`config.mk`:
```
export PLATFORM = sky130hd
export DESIGN_NAME = rom_bank_mapper_bit_reverse_core
export DESIGN_NICKNAME = d
export VERILOG_FILES = /design/src/hw/rtl/rbm_pkg.sv /design/src/hw/rtl/rom_bank_mapper_bit_reverse_core.sv /design/src/hw/rtl/rbm_csub.sv
export SDC_FILE = /design/constraint.sdc
export NUM_CORES = 1
export LEC_CHECK = 0
export BUFFER_PORTS_ARGS = -buffer_cell sky130_fd_sc_hd__buf_2
export CAP_MARGIN = 20
export CELL_PAD_IN_SITES_DETAIL_PLACEMENT = 1
export CELL_PAD_IN_SITES_GLOBAL_PLACEMENT = 2
export CORE_MARGIN = 1.5
export CORE_UTILIZATION = 42
export DETAILED_ROUTE_END_ITERATION = 8
export PLACE_DENSITY_LB_ADDON = 0.1
export SETUP_SLACK_MARGIN = 0.2
export SKIP_CTS_REPAIR_TIMING = 1
export SLEW_MARGIN = 20
export SYNTH_ARGS = -nofsm -noshare
export SYNTH_HDL_FRONTEND = slang
export SYNTH_SLANG_ARGS = --single-unit
```
`constraint.sdc`:
```
create_clock -name clk -period 5.5 [get_ports clk]
set_clock_uncertainty 0.1 [all_clocks]
set_input_delay 1.65 -clock clk [delete_from_list [all_inputs] [get_ports clk]]
set_output_delay 1.65 -clock clk [all_outputs]
set_load 0.01 [all_outputs]
```
`src/hw/rtl/rbm_pkg.sv`:
```
package rbm_pkg;

  localparam int MAX_PAGES = 256;
  localparam int PAGE_W    = 9;
  localparam int BANK_W    = 8;
  localparam int ADDR_W    = 16;
  localparam int ROM_W     = 21;
  localparam int OFFS_W    = 13;

  localparam logic [ADDR_W-1:0] ADDR_WIN_BASE = 16'h4000;
  localparam logic [ADDR_W-1:0] ADDR_RAM_BASE = 16'hC000;
  localparam logic [ADDR_W-1:0] ADDR_PAIR_LO  = 16'hFFFE;
  localparam logic [ADDR_W-1:0] ADDR_PAIR_HI  = 16'hFFFF;
  localparam int FLAG_BIT = 6;

  localparam logic [PAGE_W-1:0] PAGES_RESET = PAGE_W'(MAX_PAGES);

  typedef struct packed {
    logic [ROM_W-1:0]  rom_address;
    logic              cart_hit;
    logic [BANK_W-1:0] read_byte;
    logic              register_written;
  } result_t;

  function automatic logic [7:0] bit_rev(input logic [7:0] b);
    logic [7:0] r;
    for (int i = 0; i < 8; i++) begin
      r[7-i] = b[i];
    end
    return r;
  endfunction

endpackage

```
`src/hw/rtl/rom_bank_mapper_bit_reverse_core.sv`:
```
// sequence: reads and plain writes pass ST_IDLE then ST_OUT; a single bank write adds ST_DIV,
//   a bank pair write adds ST_DIV, ST_LO and ST_HI; ST_OUT waits while a result is not taken
// one access at a time, as in_ready is high only in ST_IDLE; the bank write cost is set by the
//   8-step restoring remainder on the shared compare-subtract unit plus two pair steps
// reset (rst_n low, synchronous): banks 2,3,4,5, reverse flags clear,
//   page count 256, no result pending
module rom_bank_mapper_bit_reverse_core (
  input  logic                         clk,
  input  logic                         rst_n,
  input  logic                         cfg_valid,
  output logic                         cfg_ready,
  input  logic [rbm_pkg::PAGE_W-1:0]   cfg_page_count,
  input  logic                         in_valid,
  output logic                         in_ready,
  input  logic                         in_opcode,
  input  logic [rbm_pkg::ADDR_W-1:0]   in_cpu_address,
  input  logic [rbm_pkg::BANK_W-1:0]   in_write_byte,
  input  logic [rbm_pkg::BANK_W-1:0]   in_rom_byte,
  output logic                         out_valid,
  input  logic                         out_ready,
  output logic [rbm_pkg::ROM_W-1:0]    out_rom_address,
  output logic                         out_cart_hit,
  output logic [rbm_pkg::BANK_W-1:0]   out_read_byte,
  output logic                         out_register_written
);
  import rbm_pkg::*;

  localparam logic [2:0] ST_IDLE = 3'd0;
  localparam logic [2:0] ST_DIV  = 3'd1;
  localparam logic [2:0] ST_LO   = 3'd2;
  localparam logic [2:0] ST_HI   = 3'd3;
  localparam logic [2:0] ST_OUT  = 3'd4;

  logic [2:0]        state_r, state_nxt;
  logic [2:0]        cnt_r, cnt_nxt;
  logic [PAGE_W-1:0] pages_r, pages_nxt;
  logic [BANK_W-1:0] bank_r [4];
  logic [BANK_W-1:0] bank_nxt [4];
  logic              rev_lo_r, rev_lo_nxt;
  logic              rev_hi_r, rev_hi_nxt;
  logic [BANK_W-1:0] rem_r, rem_nxt;
  logic [BANK_W-1:0] dvd_r, dvd_nxt;
  logic [BANK_W-1:0] lo_r, lo_nxt;
  logic              pair_r, pair_nxt;
  logic              pair_hi_r, pair_hi_nxt;
  logic              flag_r, flag_nxt;
  logic [1:0]        win_r, win_nxt;
  result_t           res_r, res_nxt;
  result_t           out_r, out_nxt;
  logic              out_valid_r, out_valid_nxt;

  logic [PAGE_W-1:0] n_eff;
  logic [PAGE_W-1:0] unit_a;
  logic [BANK_W-1:0] unit_r;
  logic [1:0]        acc_win;
  logic              in_win;
  logic              single_wr;
  logic              pair_wr;
  logic              acc_rev;
  result_t           acc_res;

  rbm_csub u_csub (
    .a (unit_a),
    .n (n_eff),
    .r (unit_r)
  );

  assign cfg_ready            = 1'b1;
  assign in_ready             = (state_r == ST_IDLE);
  assign out_valid            = out_valid_r;
  assign out_rom_address      = out_r.rom_address;
  assign out_cart_hit         = out_r.cart_hit;
  assign out_read_byte        = out_r.read_byte;
  assign out_register_written = out_r.register_written;

  always_comb begin
    if (pages_r == '0) begin
      n_eff = PAGE_W'(1);
    end else if (pages_r > PAGES_RESET) begin
      n_eff = PAGES_RESET;
    end else begin
      n_eff = pages_r;
    end
  end

  // address decode and mapping with the banks as they stand
  always_comb begin
    acc_win   = {~in_cpu_address[14], in_cpu_address[13]};
    in_win    = (in_cpu_address >= ADDR_WIN_BASE) && (in_cpu_address < ADDR_RAM_BASE);
    single_wr = in_opcode && in_win && (in_cpu_address[OFFS_W-1:0] == '0);
    pair_wr   = in_opcode && ((in_cpu_address == ADDR_PAIR_LO) ||
                              (in_cpu_address == ADDR_PAIR_HI));
    acc_rev   = acc_win[1] ? rev_hi_r : rev_lo_r;
    acc_res   = '0;
    if (in_cpu_address < ADDR_WIN_BASE) begin
      acc_res.cart_hit    = 1'b1;
      acc_res.rom_address = ROM_W'(in_cpu_address);
      if (!in_opcode) begin
        acc_res.read_byte = in_rom_byte;
      end
    end else if (in_win) begin
      acc_res.cart_hit    = 1'b1;
      acc_res.rom_address = {bank_r[acc_win], in_cpu_address[OFFS_W-1:0]};
      if (!in_opcode) begin
        acc_res.read_byte = acc_rev ? bit_rev(in_rom_byte) : in_rom_byte;
      end
    end
    acc_res.register_written = single_wr || pair_wr;
  end

  always_comb begin
    unique case (state_r)
      ST_LO:   unit_a = {rem_r, 1'b0};
      ST_HI:   unit_a = PAGE_W'({1'b0, lo_r}) + PAGE_W'(1);
      default: unit_a = {rem_r, dvd_r[BANK_W-1]};
    endcase
  end

  always_comb begin
    state_nxt     = state_r;
    cnt_nxt       = cnt_r;
    pages_nxt     = pages_r;
    bank_nxt      = bank_r;
    rev_lo_nxt    = rev_lo_r;
    rev_hi_nxt    = rev_hi_r;
    rem_nxt       = rem_r;
    dvd_nxt       = dvd_r;
    lo_nxt        = lo_r;
    pair_nxt      = pair_r;
    pair_hi_nxt   = pair_hi_r;
    flag_nxt      = flag_r;
    win_nxt       = win_r;
    res_nxt       = res_r;
    out_nxt       = out_r;
    out_valid_nxt = out_valid_r;

    if (cfg_valid) begin
      pages_nxt = cfg_page_count;
    end
    if (out_valid_r && out_ready) begin
      out_valid_nxt = 1'b0;
    end

    unique case (state_r)
      ST_IDLE: begin
        if (in_valid) begin
          res_nxt     = acc_res;
          rem_nxt     = '0;
          dvd_nxt     = in_write_byte;
          cnt_nxt     = '0;
          win_nxt     = acc_win;
          pair_nxt    = pair_wr;
          pair_hi_nxt = in_cpu_address[0];
          flag_nxt    = in_write_byte[FLAG_BIT];
          state_nxt   = (single_wr || pair_wr) ? ST_DIV : ST_OUT;
        end
      end
      ST_DIV: begin
        rem_nxt = unit_r;
        dvd_nxt = {dvd_r[BANK_W-2:0], 1'b0};
        cnt_nxt = cnt_r + 3'd1;
        if (cnt_r == 3'd7) begin
          if (pair_r) begin
            state_nxt = ST_LO;
          end else begin
            bank_nxt[win_r] = unit_r;
            state_nxt       = ST_OUT;
          end
        end
      end
      ST_LO: begin
        lo_nxt    = unit_r;
        state_nxt = ST_HI;
      end
      ST_HI: begin
        if (pair_hi_r) begin
          bank_nxt[2] = lo_r;
          bank_nxt[3] = unit_r;
          rev_hi_nxt  = flag_r;
        end else begin
          bank_nxt[0] = lo_r;
          bank_nxt[1] = unit_r;
          rev_lo_nxt  = flag_r;
        end
        state_nxt = ST_OUT;
      end
      ST_OUT: begin
        if (!out_valid_r || out_ready) begin
          out_nxt       = res_r;
          out_valid_nxt = 1'b1;
          state_nxt     = ST_IDLE;
        end
      end
      default: begin
        state_nxt = ST_IDLE;
      end
    endcase
  end

  always_ff @(posedge clk) begin
    if (!rst_n) begin
      state_r     <= ST_IDLE;
      cnt_r       <= '0;
      pages_r     <= PAGES_RESET;
      bank_r[0]   <= BANK_W'(2);
      bank_r[1]   <= BANK_W'(3);
      bank_r[2]   <= BANK_W'(4);
      bank_r[3]   <= BANK_W'(5);
      rev_lo_r    <= 1'b0;
      rev_hi_r    <= 1'b0;
      out_valid_r <= 1'b0;
    end else begin
      state_r     <= state_nxt;
      cnt_r       <= cnt_nxt;
      pages_r     <= pages_nxt;
      bank_r      <= bank_nxt;
      rev_lo_r    <= rev_lo_nxt;
      rev_hi_r    <= rev_hi_nxt;
      out_valid_r <= out_valid_nxt;
    end
  end

  always_ff @(posedge clk) begin
    rem_r     <= rem_nxt;
    dvd_r     <= dvd_nxt;
    lo_r      <= lo_nxt;
    pair_r    <= pair_nxt;
    pair_hi_r <= pair_hi_nxt;
    flag_r    <= flag_nxt;
    win_r     <= win_nxt;
    res_r     <= res_nxt;
    out_r     <= out_nxt;
  end

endmodule

```
`src/hw/rtl/rbm_csub.sv`:
```
module rbm_csub (
  input  logic [rbm_pkg::PAGE_W-1:0] a,
  input  logic [rbm_pkg::PAGE_W-1:0] n,
  output logic [rbm_pkg::BANK_W-1:0] r
);
  import rbm_pkg::*;

  logic [PAGE_W-1:0] diff;

  // conditional subtract step, result below n when a is below 2n
  always_comb begin
    diff = a - n;
    if (a >= n) begin
      r = diff[BANK_W-1:0];
    end else begin
      r = a[BANK_W-1:0];
    end
  end

endmodule

```
# After elaboration in Yosys (flattened, before gate mapping)
# Cells that the tools add are included.
# W data, S select, Z words.
# totals
regBits	141
input_bits	47
out_inout_bits	34
# classes
add_sub_neg	3
n_lt_le_gt_ge	8
eq_ne	13
n_mux	36
bitwise	5
reduce_logical	24
# ops
op	n
$mux W8	9
$mux W32	2
$pmux W32 S2	1
$mux W25	2
$bwmux W32	1
$eq A16 B16 Y1 const B	2
$mux W16	2
$pmux W8 S2	2
$mux W3	6
$mux W9	2
$pmux W9 S2	1
$bmux W8 S2	1
$demux W8 S2	1
$ge A16 B15 Y1 const B	1
$lt A16 B15 Y1 const B	1
$lt A16 B16 Y1 const B	1
$pmux W3 S5	1
$logic_not A13 Y1	1
$ne A2 B2 Y1 const B	6
$reduce_and A2 Y1	5
$add A8 B1 Y9 const B	1
$ge A9 B9 Y1	1
$gt A9 B9 Y1 const B	1
$logic_not A9 Y1	1
other kinds (19)	37

# Logic depth before layout (Yosys ltp)
# Gate-level depths: netlist of run 1.
# logic_depth
ltp_word	9
mapped_depth	14
ltp_nobuf	13

# Cells and area by module
# A second synthesis of run 1 with hierarchy kept.
# unflattened
hier_cells	538
area_unflattened_um2	6471.2
# by_module_without_submodules
mod	instances	cells_per_inst	area_per_inst_um2
rom_bank_mapper_bit_reverse_core	1	468	5926.9
rbm_csub	1	70	544.3

# Least setup slack after synthesis of run 1
# No wires, ideal clock.
# synth_timing
path_kind	input to register
from	in out_ready
to	reg out_r (netlist bit out_cart_hit) (enable)
setup_ps	419
arrival_ps	3033
required_time_ps	4981
path_slack_ps	1948
stages	2
path_cell_list	nor2b_1 nor2_1
# synth_between
elab_chain_cells	2
# synth_lines
item	line	source
start, declared	rom_bank_mapper_bit_reverse_core.sv:20	input logic out_ready,
$logic_or A1 B1 Y1	rom_bank_mapper_bit_reverse_core.sv:188	if (!out_valid_r || out_ready) begin
$reduce_and A2 Y1 (no line)	--	
end signal, assigned	rom_bank_mapper_bit_reverse_core.sv:232	out_r <= out_nxt;
end, declared	rom_bank_mapper_bit_reverse_core.sv:49	result_t out_r, out_nxt;
# No other way between the ends.
# A chain may end at the register's enable or synchronous reset.

# Worst setup path after layout of run 1
# layout_timing
from	reg state_r[1]
to	reg lo_r[4] (data pin)
# layout_between
elab_chain_cells	4
# layout_lines
item	line	source
start, declared	rom_bank_mapper_bit_reverse_core.sv:34	logic [2:0] state_r, state_nxt;
start signal, assigned	rom_bank_mapper_bit_reverse_core.sv:213	state_r <= state_nxt;
$eq A3 B2 Y1	rom_bank_mapper_bit_reverse_core.sv:112	unique case (state_r)
$pmux W9 S2 *	rom_bank_mapper_bit_reverse_core.sv:112	
$sub A8 B8 Y8 / $ge A9 B9 Y1 (equally long branches)	rbm_csub.sv:12, rbm_csub.sv:13	
$mux W8 *	rbm_csub.sv:13	if (a >= n) begin
named net u_csub.r, one bit	rbm_csub.sv:4	output logic [rbm_pkg::BANK_W-1:0] r
end signal, assigned	rom_bank_mapper_bit_reverse_core.sv:226	lo_r <= lo_nxt;
end, declared	rom_bank_mapper_bit_reverse_core.sv:43	logic [BANK_W-1:0] lo_r, lo_nxt;
# Mark *: on every way through the listed nets, which the timed path passes. The rest lies on a longest branch.

==> impl_summary.txt, run 1 <==
----------------------------------------------------
[Status]
  Status ... finished clean

[Clocking]
  Clock net sink count ... approximately 140
  Num CTS Buffers ... 17
  Clk pin slew, worst setup/hold paths ... roughly 0.06 ns
  Clock H-tree levels ... 4
  CTS tree ... yes
  Insertion delay of the later-clocked pin in the worst-skew pair ... 0.41 ns
  Worst-case clock buffer depth ... 2
  Root buffer cell ... sky130_fd_sc_hd__clkbuf_16

[Pwr]
  Power density of the placed cells ... ~330 nW/µm²
  Maximum ir drop on the vdd rail ... between 150 and 200 µV
  Reported leakage power ... just under 3 nW

[Final layout]
  Leading cell type in the layout, fill and taps excluded ... sky130_fd_sc_hd__edfxtp_1
  Final Instance Count excl. Fillers ... 839
  Top library cells by usage in the layout, fill and taps aside ... 91 x sky130_fd_sc_hd__edfxtp_1, 79 x sky130_fd_sc_hd__buf_2, 66 x sky130_fd_sc_hd__nand2_1
  Area Growth Syn to Fin ... 17.1%
  Post-layout nets ... 700
  Antenna Cells ... 0
  Layout cells sized above 1 ... 22.3%

[Floorplanning]
  I/O pin count ... between 80 and 90
  Die boundary height ... between 100 and 150 µm
  Initial Utilization ... between 40% and 50%
  Placeable core region ... 15100 µm²
  Full die area ... ~16000 µm²
  Floorplan die width ... approximately 130 µm
  Placement Rows ... 45

[Setup path]
  Critical Path Start Type ... flip-flop
  Setup slack of the most critical reg-to-reg path ... about 2.0 ns
  Endpoint class of the critical path ... flip-flop
  Slowest-stage cell, CP ... sky130_fd_sc_hd__dfxtp_1
  CP Cell Sequence ... and3b_1 -> buf_4 -> mux2i_1 -> inv_1 -> ha_1 -> nand2_1 -> nor2_1 -> o221ai_2 -> nand2b_4 -> mux2i_2 -> inv_1
  CP max stage delay ... approximately 0.64 ns
  Type of the worst setup path ... flip-flop to flip-flop
  Endpoint arrival time on the critical path ... 3.52 ns
  Data required time at the worst endpoint ... 5.55 ns
  Crit-path max FO ... 27
  Cell type with the highest occurrence count on the critical path ... sky130_fd_sc_hd__inv_1

[Timing]
  RSZ-0062 raised after global routing ... no
  Worst slew margin ... approximately two fifths
  Count of final max-slew check failures ... 0
  Maximum clock frequency ... between 200 and 300 MHz
  Final worst path period share ... roughly 63%
  Final setup slack of the worst path ... a little over 2 ns
  Actual transition at the worst max-transition pin ... around 0.92 ns
  Setup tns final ... 0 ns
  Minimum period implied by the final worst setup slack ... between 3 and 4 ns
  Number of hold violations in the final report ... 0
  Setup-violating endpoint count in the final report ... 0

[Synthesis]
  Synth cell types ... 66
  Post-synthesis register bit count ... ~140
  Number of flops mapped to enable cells by yosys ... ~90
  Synth Flop Type ... sky130_fd_sc_hd__edfxtp_1
  Proportion of register bits with asynchronous set or reset after synthesis ... 0%
  Synthesized area per cell ... roughly 12 µm²
  Yosys top cell area share ... 42.1%
  Seq/Total Area, Yosys ... 57.5%
  Synthesized instance count ... 564
  Synthesized net count ... 626
  Cell types occupying the most area after synthesis ... sky130_fd_sc_hd__edfxtp_1 42%, sky130_fd_sc_hd__dfxtp_1 15%, sky130_fd_sc_hd__nand2_1 3.8%, sky130_fd_sc_hd__nor2b_1 2.8%, sky130_fd_sc_hd__mux4_2 2.8%
  Post-synth design cell area ... 6490 µm²
  Count of yosys warnings during synthesis ... 0
  Largest area contributor in the synthesized netlist ... sky130_fd_sc_hd__edfxtp_1

[Place]
  Placed cells ... 807
  Worst setup slack after placement ... 1.61 ns
  Placer congestion estimate ... 0.793
  Count of buffers from port buffering ... 79
  Estimated wirelength of the detail-placed design ... 10700 µm

[Global route]
  Busiest layer in global routing ... met2
  Global-route met1 utilization ... a little under a quarter
  Via count of the first global-routing pass ... approximately 4700
  Routing usage on met2 ... between 30 and 40%
  Initial antenna violation count ... 0
  Routing usage on met3 ... roughly 4.5%
  Pin count of the biggest net entering global routing ... 50
  Total grt overflow ... 0
  Tot GR Track Use ... a little under a fifth
  Global-route wire length before repair ... ~24000 µm

[Worst hold path]
  Hold Path Class ... flip-flop to flip-flop

[Detailed routing]
  Routed wirelength normalized by instance count ... approximately 18 µm
  Detailed-route wire length ... ~15000 µm
  DR DRC count ... 0
  Total via count in the routed design ... 4604
  DR vias/cell ... 5.49
  Router iterations before antenna repair ... 4
  ANT nets after route ... 0
  Initial detailed-routing violation count ... 172

[Run]
  Max-cap violations ... 0

----------------------------------------------------
[critical path, delay by kind of cell (launching register included)]
| family | cells | cell delay [ns] |
|---|---|---|
| mux | 2 | 0.80 |
| simple gates | 4 | 0.69 |
| flops | 1 | 0.64 |
| buf+inv | 3 | 0.47 |
| fa+ha+maj | 1 | 0.38 |
| compound gates | 1 | 0.13 |
[kinds of logic (layout without fill, tap and decap cells)]
logic type | count (synthesis) | after routing | synth area share [%]
AND/OR/NAND/NOR | 213 | 213 | 17.0
other | 1 | 1 | 0.0578
multiplexers | 28 | 28 | 6.34
AO/OA/AOI/OAI | 113 | 113 | 12.0
buffers and inverters | 47 | 134 | 3.16
XOR/XNOR | 6 | 6 | 0.810
adder cells (fa/ha/maj) | 15 | 15 | 3.01
flip-flops | 141 | 141 | 57.5
[layout make-up]
class	instances	area (µm²)
Timing Repair Buffer	84	433
Clock buffer	19	433
Fill cell	1612	7550
Clock inverter	13	141
Sequential cell	141	3730
Multi-Input combinational cell	376	2550
Inverter	18	67.6
Tap cell	188	235
[report_power, final]
part / switching, mW / internal, mW / leakage (nW)
Combinational: 0.129 / 0.0810 / 1.37
Sequential: 0.0157 / 1.18 / 1.28
Clock: 0.443 / 0.669 / 0.274
[cells in the mapped netlist (all sizes together) (2+ instances only)]
master and count:
edfxtp 91, nand2 66, dfxtp 50, nor2 29, nor2b 29, o21ai 29, a21oi 26, nand3 25
clkbuf 17, inv 17, mux2i 16, nand4 16, o211ai 16, ha 14, buf 12, nand2b 9
nor3 9, a22o 8, and2 8, mux4 8, a21boi 5, o21a 5, a211oi 4, mux2 4
nor4 4, xor2 4, a21o 3, and3b 3, nor3b 3, nor4b 3, o221ai 3, o22ai 3
a41oi 2, and3 2, nand3b 2, o31ai 2, xnor2 2
[final timing paths]
kind,startpoint,end,cells after the start
max,state_r[1],lo_r[4],11
min,res_r[4],out_read_byte[3],0
max reg2reg,state_r[1],lo_r[4],11
min reg2reg,res_r[4],out_read_byte[3],0
[through the flow]
step                      util, %  power, mW  area [µm²]  hold slack [ns]
after global routing         50.2       2.60        7600            0.326
after detailed placement     46.4       1.43        7020            0.307
final                        50.2       2.52        7600            0.321
after global placement       46.4       1.42        7020            0.301
after floorplan                 -       1.35        6490            0.300
after CTS                    50.2       2.54        7600            0.322
[state kept, by name (all words and copies together) (netlist names)]
name and cells:
out_valid 1, lo_r 8, dvd_r 8, out_rom_address 21, state_r 3, cnt_r 3
rev_lo_r 1, out_register_written 1, bank_r 32, win_r 2, out_cart_hit 1, pair_hi_r 1
res_r 31, flag_r 1, out_read_byte 8, rem_r 8, rev_hi_r 1, pair_r 1
pages_r 9
[per-layer routing]
metal  vias up  routed length [µm]  share of wire (%)
met2        89                7420                 50
li1       2235                   -                  -
met3         8                 528                3.6
met5         -                   0                  0
met1      2272                6710                 45
met4         0                 145               0.98
(Power assumes the default switching activity.)
==> run 2, diff against run 1 <==
--- a/config.mk
+++ b/config.mk
@@ -10,7 +10,7 @@
 export CELL_PAD_IN_SITES_DETAIL_PLACEMENT = 1
 export CELL_PAD_IN_SITES_GLOBAL_PLACEMENT = 2
 export CORE_MARGIN = 1.5
-export CORE_UTILIZATION = 42
+export CORE_UTILIZATION = 39
 export DETAILED_ROUTE_END_ITERATION = 8
 export PLACE_DENSITY_LB_ADDON = 0.1
 export SETUP_SLACK_MARGIN = 0.2
==> constraint.sdc (replaced) <==
create_clock -name clk -period 3.45 [get_ports clk]
set_clock_uncertainty 0.1 [all_clocks]
set_input_delay 1.035 -clock clk [delete_from_list [all_inputs] [get_ports clk]]
set_output_delay 1.035 -clock clk [all_outputs]
set_load 0.01 [all_outputs]
==> impl_summary.txt, run 2 (same netlist as run 1, synthesis figures left out) <==
----------------------------------------------------
[Status]
  Status ... finished clean

[Setup path]
  Worst setup endpoint ... rem_r[2]
  Setup slack of the most critical reg-to-reg path ... 0.34 ns (-1.69 ns)
  Worst-case reg-to-reg path depth ... 12 (+1)
  Terminus of the critical flop-to-flop path ... rem_r[2]
  Startpoint of the worst register-to-register path ... lo_r[1]
  CP Cell Sequence ... buf_4 -> and4_1 -> nand2_1 -> xor2_1 -> o21ai_2 -> ha_2 -> a21o_1 -> a21oi_1 -> o21ai_1 -> nand2b_4 -> mux2i_4 -> nor2_1
  Endpoint arrival time on the critical path ... 3.15 ns (-0.37 ns)
  Data required time at the worst endpoint ... 3.49 ns (-2.06 ns)
  Slowest-stage cell, CP ... sky130_fd_sc_hd__edfxtp_1
  Type of the worst setup path ... flip-flop to flip-flop
  Crit-path max FO ... 6 (-78%)
  Endpoint class of the critical path ... flip-flop
  CP max stage delay ... 0.45 ns (-0.19 ns)
  Crit path launch ... lo_r[1]
  Critical Path Start Type ... flip-flop

[Detailed routing]
  DR DRC count ... 0 (unchanged)
  Router iterations before antenna repair ... 5 (+1)
  Routed wirelength normalized by instance count ... 17.7 µm (+0.31%)
  Total via count in the routed design ... 4638 (+0.74%)
  ANT nets after route ... 0 (unchanged)
  Detailed-route wire length ... 15600 µm (+5.2%)
  DR vias/cell ... 5.27 (-4.0%)
  Initial detailed-routing violation count ... 162 (-5.8%)

[Pwr]
  Clock power share ... 43.0% (-1.2 points)
  Sw power ... 1.02 mW (+73%)
  Cell internal power dissipation ... 2.97 mW (+54%)
  Power density of the placed cells ... 512 nW/µm² (+55%)
  Combinational share of power ... 9.4% (+1.0 points)
  Maximum ir drop on the vdd rail ... 330 µV (+91%)
  Reported leakage power ... 2.98 nW (+1.6%)
  Post-layout power ... 3.99 mW (+59%)
  Switching Fraction ... 25.5% (+2.1 points)
  Part of the power in registers ... 47.6% (+0.2 points)

[Timing]
  RSZ-0062 raised after global routing ... no
  Final worst path period share ... 90.2% (+27 points)
  Worst slew margin ... 36.4% (-2.4 points)
  Count of final max-slew check failures ... 0 (unchanged)
  Minimum period implied by the final worst setup slack ... 3.11 ns (-0.362 ns)
  Actual transition at the worst max-transition pin ... 0.955 ns (+0.0395 ns)
  Maximum clock frequency ... 321 MHz (+12%)
  Number of hold violations in the final report ... 0 (unchanged)
  Setup-violating endpoint count in the final report ... 0 (unchanged)
  Setup tns final ... 0 ns (unchanged)

[Final layout]
  Number of filler cells placed in the layout ... 1735 (+7.6%)
  Leading cell type in the layout, fill and taps excluded ... sky130_fd_sc_hd__edfxtp_1
  Antenna Cells ... 0 (unchanged)
  Register containing the most flip-flops in the final layout ... bank_r
  Layout cells sized above 1 ... 25.3% (+3.0 points)
  Top library cells by usage in the layout, fill and taps aside ... 91 x sky130_fd_sc_hd__edfxtp_1, 79 x sky130_fd_sc_hd__buf_2, 66 x sky130_fd_sc_hd__nand2_1
  Post-layout nets ... 713 (+1.9%)
  Area Growth Syn to Fin ... 20.0%
  Max reg flops ... 32 (unchanged)

[Global route]
  Initial antenna violation count ... 0 (unchanged)
  Total grt overflow ... 0 (unchanged)
  Global-route wire length before repair ... 24800 µm (+3.1%)
  Pin count of the biggest net entering global routing ... 42 (-16%)
  Tot GR Track Use ... 18.3% (-0.81 points)
  Via count of the first global-routing pass ... 4801 (+1.3%)

[Place]
  Count of buffers from port buffering ... 79 (unchanged)
  Placer congestion estimate ... 0.821 (+3.5%)
  Estimated wirelength of the detail-placed design ... 11200 µm (+4.5%)

[Floorplanning]
  Placeable core region ... 16100 µm² (+6.0%)
  Full die area ... 17400 µm² (+7.5%)
  Floorplan die width ... 132 µm (+3.7%)
  Initial Utilization ... 40.4% (-2.4 points)
  Die boundary height ... 132 µm (+3.7%)
  I/O pin count ... 81 (unchanged)
  Placement Rows ... 46 (+2.2%)

[Clocking]
  CTS tree ... yes
  Num CTS Buffers ... 17 (unchanged)
  Worst-case clock buffer depth ... 2 (unchanged)
  Clock H-tree levels ... 4 (unchanged)
  Root buffer cell ... sky130_fd_sc_hd__clkbuf_16
  Insertion delay of the later-clocked pin in the worst-skew pair ... 0.43 ns (+0.02 ns)
  Clk pin slew, worst setup/hold paths ... 0.06 ns (about the same)
  Clock net sink count ... 141 (unchanged)

[Worst hold path]
  Hold Path Class ... flip-flop to flip-flop
  Worst Hold Launch ... res_r[15]

[Run]
  Max-cap violations ... 0 (unchanged)

----------------------------------------------------
run 2: cell types whose count changed in the layout (fill, tap and decap cells not counted), sizes merged:
cell	previous run	this run
clkinv	7	2
clkbuf	19	18
clkinvlp	3	5
inv	19	25
buf	84	96
nand2b	9	10
bufinv	2	0
run 2: critical path: cells and delay by family (launching register included):
| kind | cells | cell delay, ns |
|---|---|---|
| xor+xnor | 1 | 0.19 |
| fa+ha+maj | 1 | 0.38 |
| flops | 1 | 0.45 |
| mux | 1 | 0.35 |
| buf+inv | 1 | 0.17 |
| compound gates | 4 | 0.52 |
| simple gates | 4 | 0.67 |
run 2: how the worst min path moves through the flow:
stage | endpoint | slack (ns) | cells after the start
after floorplan | out_cart_hit | 0.30 | 0
after global placement | out_read_byte[7] | 0.30 | 0
after detailed placement | out_rom_address[18] | 0.31 | 0
after global routing | out_rom_address[6] | 0.33 | 0
after CTS | out_rom_address[6] | 0.32 | 0
final | out_rom_address[5] | 0.32 | 0
run 2: area by class of cell:
type,instances,area [µm²],share of cell area (%)
multi-input cells,377,2640,33.9
repair buffers,96,523,6.72
clock buffers,18,429,5.51
well taps,216,270,3.47
clock inverters,14,124,1.59
flip-flops and latches,141,3730,47.9
inverters,18,67.6,0.868
run 2: metal layers:
metal | vias to the layer above | GRT usage [%] | wire length, µm
met5 | - | 0 | 0
met4 | 0 | 7.53 | 267
met3 | 18 | 3.19 | 470
met2 | 86 | 31.0 | 7640
met1 | 2267 | 23.3 | 7190
li1 | 2267 | - | -
run 2: metrics by stage:
| stage | worst slack [ns] | util (%) | hold slack (ns) | cells | area, µm² |
|---|---|---|---|---|---|
| finish | 0.339 | 48.5 | 0.320 | 880 | 7790 |
| detailed placement | 0.135 | 44.3 | 0.306 | 842 | 7110 |
| global route | 0.169 | 48.5 | 0.325 | 880 | 7790 |
| CTS | 0.109 | 47.7 | 0.321 | 874 | 7660 |
| global placement | 0.215 | 44.3 | 0.300 | 842 | 7110 |
| floorplan | 0.513 | - | 0.300 | 564 | 6490 |
run 2: power groups by stage:
| stage | clock network, mW | registers (mW) | logic [mW] |
|---|---|---|---|
| final | 1.71 | 1.90 | 0.375 |
| after global routing | 1.81 | 1.91 | 0.412 |
| after detailed placement | 0 | 1.94 | 0.346 |
| after CTS | 1.75 | 1.90 | 0.348 |
| after floorplan | 0 | 1.94 | 0.219 |
| after global placement | 0 | 1.93 | 0.336 |
==> run 3, diff against run 2 <==
--- a/config.mk
+++ b/config.mk
@@ -12,7 +12,7 @@
 export CORE_MARGIN = 1.5
 export CORE_UTILIZATION = 39
 export DETAILED_ROUTE_END_ITERATION = 8
-export PLACE_DENSITY_LB_ADDON = 0.1
+export PLACE_DENSITY = 0.79
 export SETUP_SLACK_MARGIN = 0.2
 export SKIP_CTS_REPAIR_TIMING = 1
 export SLEW_MARGIN = 20
==> impl_summary.txt, run 3 (same netlist as run 1, synthesis figures left out) <==
----------------------------------------------------
[Floorplanning]
  Floorplan die width ... 132 µm (unchanged)
  Placement Rows ... 46 (unchanged)
  I/O pin count ... 81 (unchanged)
  Initial Utilization ... 40.4% (unchanged)
  Die boundary height ... 132 µm (unchanged)
  Placeable core region ... 16100 µm² (unchanged)
  Full die area ... 17400 µm² (unchanged)

[Final layout]
  Top library cells by usage in the layout, fill and taps aside ... 91 x sky130_fd_sc_hd__edfxtp_1, 79 x sky130_fd_sc_hd__buf_2, 66 x sky130_fd_sc_hd__nand2_1
  Layout cells sized above 1 ... 25.4% (+0.076 points)
  Final Instance Count excl. Fillers ... 878 (-0.23%)
  Max reg flops ... 32 (unchanged)
  Area Growth Syn to Fin ... 21.1%
  Post-layout nets ... 712 (-0.14%)
  Antenna Cells ... 0 (unchanged)
  Register containing the most flip-flops in the final layout ... bank_r
  Leading cell type in the layout, fill and taps excluded ... sky130_fd_sc_hd__edfxtp_1
  Number of filler cells placed in the layout ... 1719 (-0.92%)

[Place]
  Estimated wirelength of the detail-placed design ... 10900 µm (-2.8%)
  Placed cells ... 844 (+0.24%)
  Count of buffers from port buffering ... 79 (unchanged)
  Placer congestion estimate ... 0.831 (+1.2%)

[Global route]
  Tot GR Track Use ... 18.5% (+0.13 points)
  Routing usage on met3 ... 4.04% (+0.85 points)
  Pin count of the biggest net entering global routing ... 36 (-14%)
  Via count of the first global-routing pass ... 4729 (-1.5%)
  Total grt overflow ... 0 (unchanged)
  Initial antenna violation count ... 0 (unchanged)
  Busiest layer in global routing ... met2
  Global-route met1 utilization ... 23.7% (+0.35 points)
  Global-route wire length before repair ... 25400 µm (+2.3%)
  Routing usage on met2 ... 31.3% (+0.26 points)

[Pwr]
  Maximum ir drop on the vdd rail ... 316 µV (-4.2%)
  Power density of the placed cells ... 534 nW/µm² (+4.2%)
  Reported leakage power ... 3.00 nW (+0.96%)

[Setup path]
  Startpoint of the worst register-to-register path ... lo_r[1]
  Critical Path Start Type ... flip-flop
  Endpoint arrival time on the critical path ... 3.26 ns (+0.11 ns)
  Terminus of the critical flop-to-flop path ... bank_r[3]
  Worst-case reg-to-reg path depth ... 13 (+1)
  Endpoint class of the critical path ... flip-flop
  Crit-path max FO ... 6 (unchanged)
  Setup slack of the most critical reg-to-reg path ... 0.36 ns (+0.02 ns)
  Data required time at the worst endpoint ... 3.62 ns (+0.13 ns)
  Type of the worst setup path ... flip-flop to flip-flop

[Clocking]
  Worst-case clock buffer depth ... 2 (unchanged)
  Num CTS Buffers ... 17 (unchanged)
  Clock H-tree levels ... 4 (unchanged)
  Clk pin slew, worst setup/hold paths ... 0.06 ns (about the same)
  Root buffer cell ... sky130_fd_sc_hd__clkbuf_16
  Insertion delay of the later-clocked pin in the worst-skew pair ... 0.42 ns (about the same)
  Clock net sink count ... 141 (unchanged)
  CTS tree ... yes

[Timing]
  Count of final max-slew check failures ... 0 (unchanged)
  Worst slew margin ... 37.2% (+0.81 points)
  Maximum clock frequency ... 323 MHz (+0.60%)
  Number of hold violations in the final report ... 0 (unchanged)
  Minimum period implied by the final worst setup slack ... 3.09 ns (-0.0184 ns)
  Setup tns final ... 0 ns (unchanged)
  Setup-violating endpoint count in the final report ... 0 (unchanged)
  Final worst path period share ... 89.6% (-0.53 points)
  RSZ-0062 raised after global routing ... no
  Actual transition at the worst max-transition pin ... 0.939 ns (-0.0156 ns)

[Worst hold path]
  Hold Path Class ... flip-flop to flip-flop
  Worst Hold Launch ... res_r[30]
  Hold EP ... out_rom_address[20]
  Cells on Worst Hold Path ... 0 (unchanged)

[Run]
  Max-cap violations ... 0 (unchanged)

[Detailed routing]
  Initial detailed-routing violation count ... 240 (+48%)
  ANT nets after route ... 0 (unchanged)
  DR vias/cell ... 5.33 (+1.2%)
  DR DRC count ... 0 (unchanged)
  Routed wirelength normalized by instance count ... 17.7 µm (+0.11%)
  Router iterations before antenna repair ... 6 (+1)
  Total via count in the routed design ... 4681 (+0.93%)
  Detailed-route wire length ... 15500 µm (-0.12%)

[Status]
  Status ... finished clean

----------------------------------------------------
## run 3: layout make-up
class | instances | area [µm²] | area share, %
sequential | 141 | 3730 | 47.5
multi-input combinational | 377 | 2660 | 33.8
timing repair buffer | 95 | 515 | 6.56
clock buffer | 17 | 425 | 5.41
tap | 216 | 270 | 3.44
clock inverter | 14 | 193 | 2.45
inverter | 18 | 67.6 | 0.860
## run 3: metrics by stage
step	cell area, µm²	utilization (%)	hold WS, ns	setup WS, ns	power [mW]
finish	7860	48.9	0.317	0.357	4.20
global route	7860	48.9	0.327	0.166	4.34
CTS	7740	48.2	0.320	0.0864	4.20
detailed placement	7130	44.4	0.306	0.107	2.28
global placement	7130	44.4	0.301	0.233	2.27
floorplan	6490	-	0.300	0.513	2.16
## run 3: per-layer routing
metal  share of wire, %  wire length (µm)  vias to the layer above
met5                  0                 0                        -
li1                   -                 -                     2265
met3                3.3               512                       13
met1                 45              7050                     2316
met2                 50              7830                       87
met4                1.0               156                        0
## run 3: where the power goes
group / leakage, nW / switching (mW) / internal (mW) / total, mW
registers: 1.28 / 0.0236 / 1.88 / 1.90
logic: 1.44 / 0.221 / 0.149 / 0.370
clock network: 0.286 / 0.719 / 1.21 / 1.93
total: 3.00 / 0.963 / 3.23 / 4.20
## run 3: worst max-delay path by stage
stage	start	to	slack (ns)	cells past startpoint
after detailed placement	state_r[2]	rem_r[7]	0.11	11
after global placement	state_r[2]	rem_r[7]	0.23	11
after CTS	lo_r[1]	rem_r[3]	0.09	11
final	lo_r[1]	bank_r[3]	0.36	13
after global routing	lo_r[1]	rem_r[2]	0.17	12
after floorplan	out_ready	out_cart_hit	0.51	2
## run 3: worst max-delay path, cell delays in order, from the launching register on
cell,delay (ns)
sky130_fd_sc_hd__edfxtp_1,0.45
sky130_fd_sc_hd__buf_4,0.17
sky130_fd_sc_hd__and4_1,0.21
sky130_fd_sc_hd__nand2_1,0.09
sky130_fd_sc_hd__xor2_1,0.20
sky130_fd_sc_hd__o21ai_2,0.13
sky130_fd_sc_hd__ha_4,0.31
sky130_fd_sc_hd__a21o_1,0.12
sky130_fd_sc_hd__a21oi_1,0.06
sky130_fd_sc_hd__o21ai_1,0.24
sky130_fd_sc_hd__nand2b_4,0.29
sky130_fd_sc_hd__mux2i_4,0.30
sky130_fd_sc_hd__buf_4,0.17
sky130_fd_sc_hd__a21oi_1,0.08
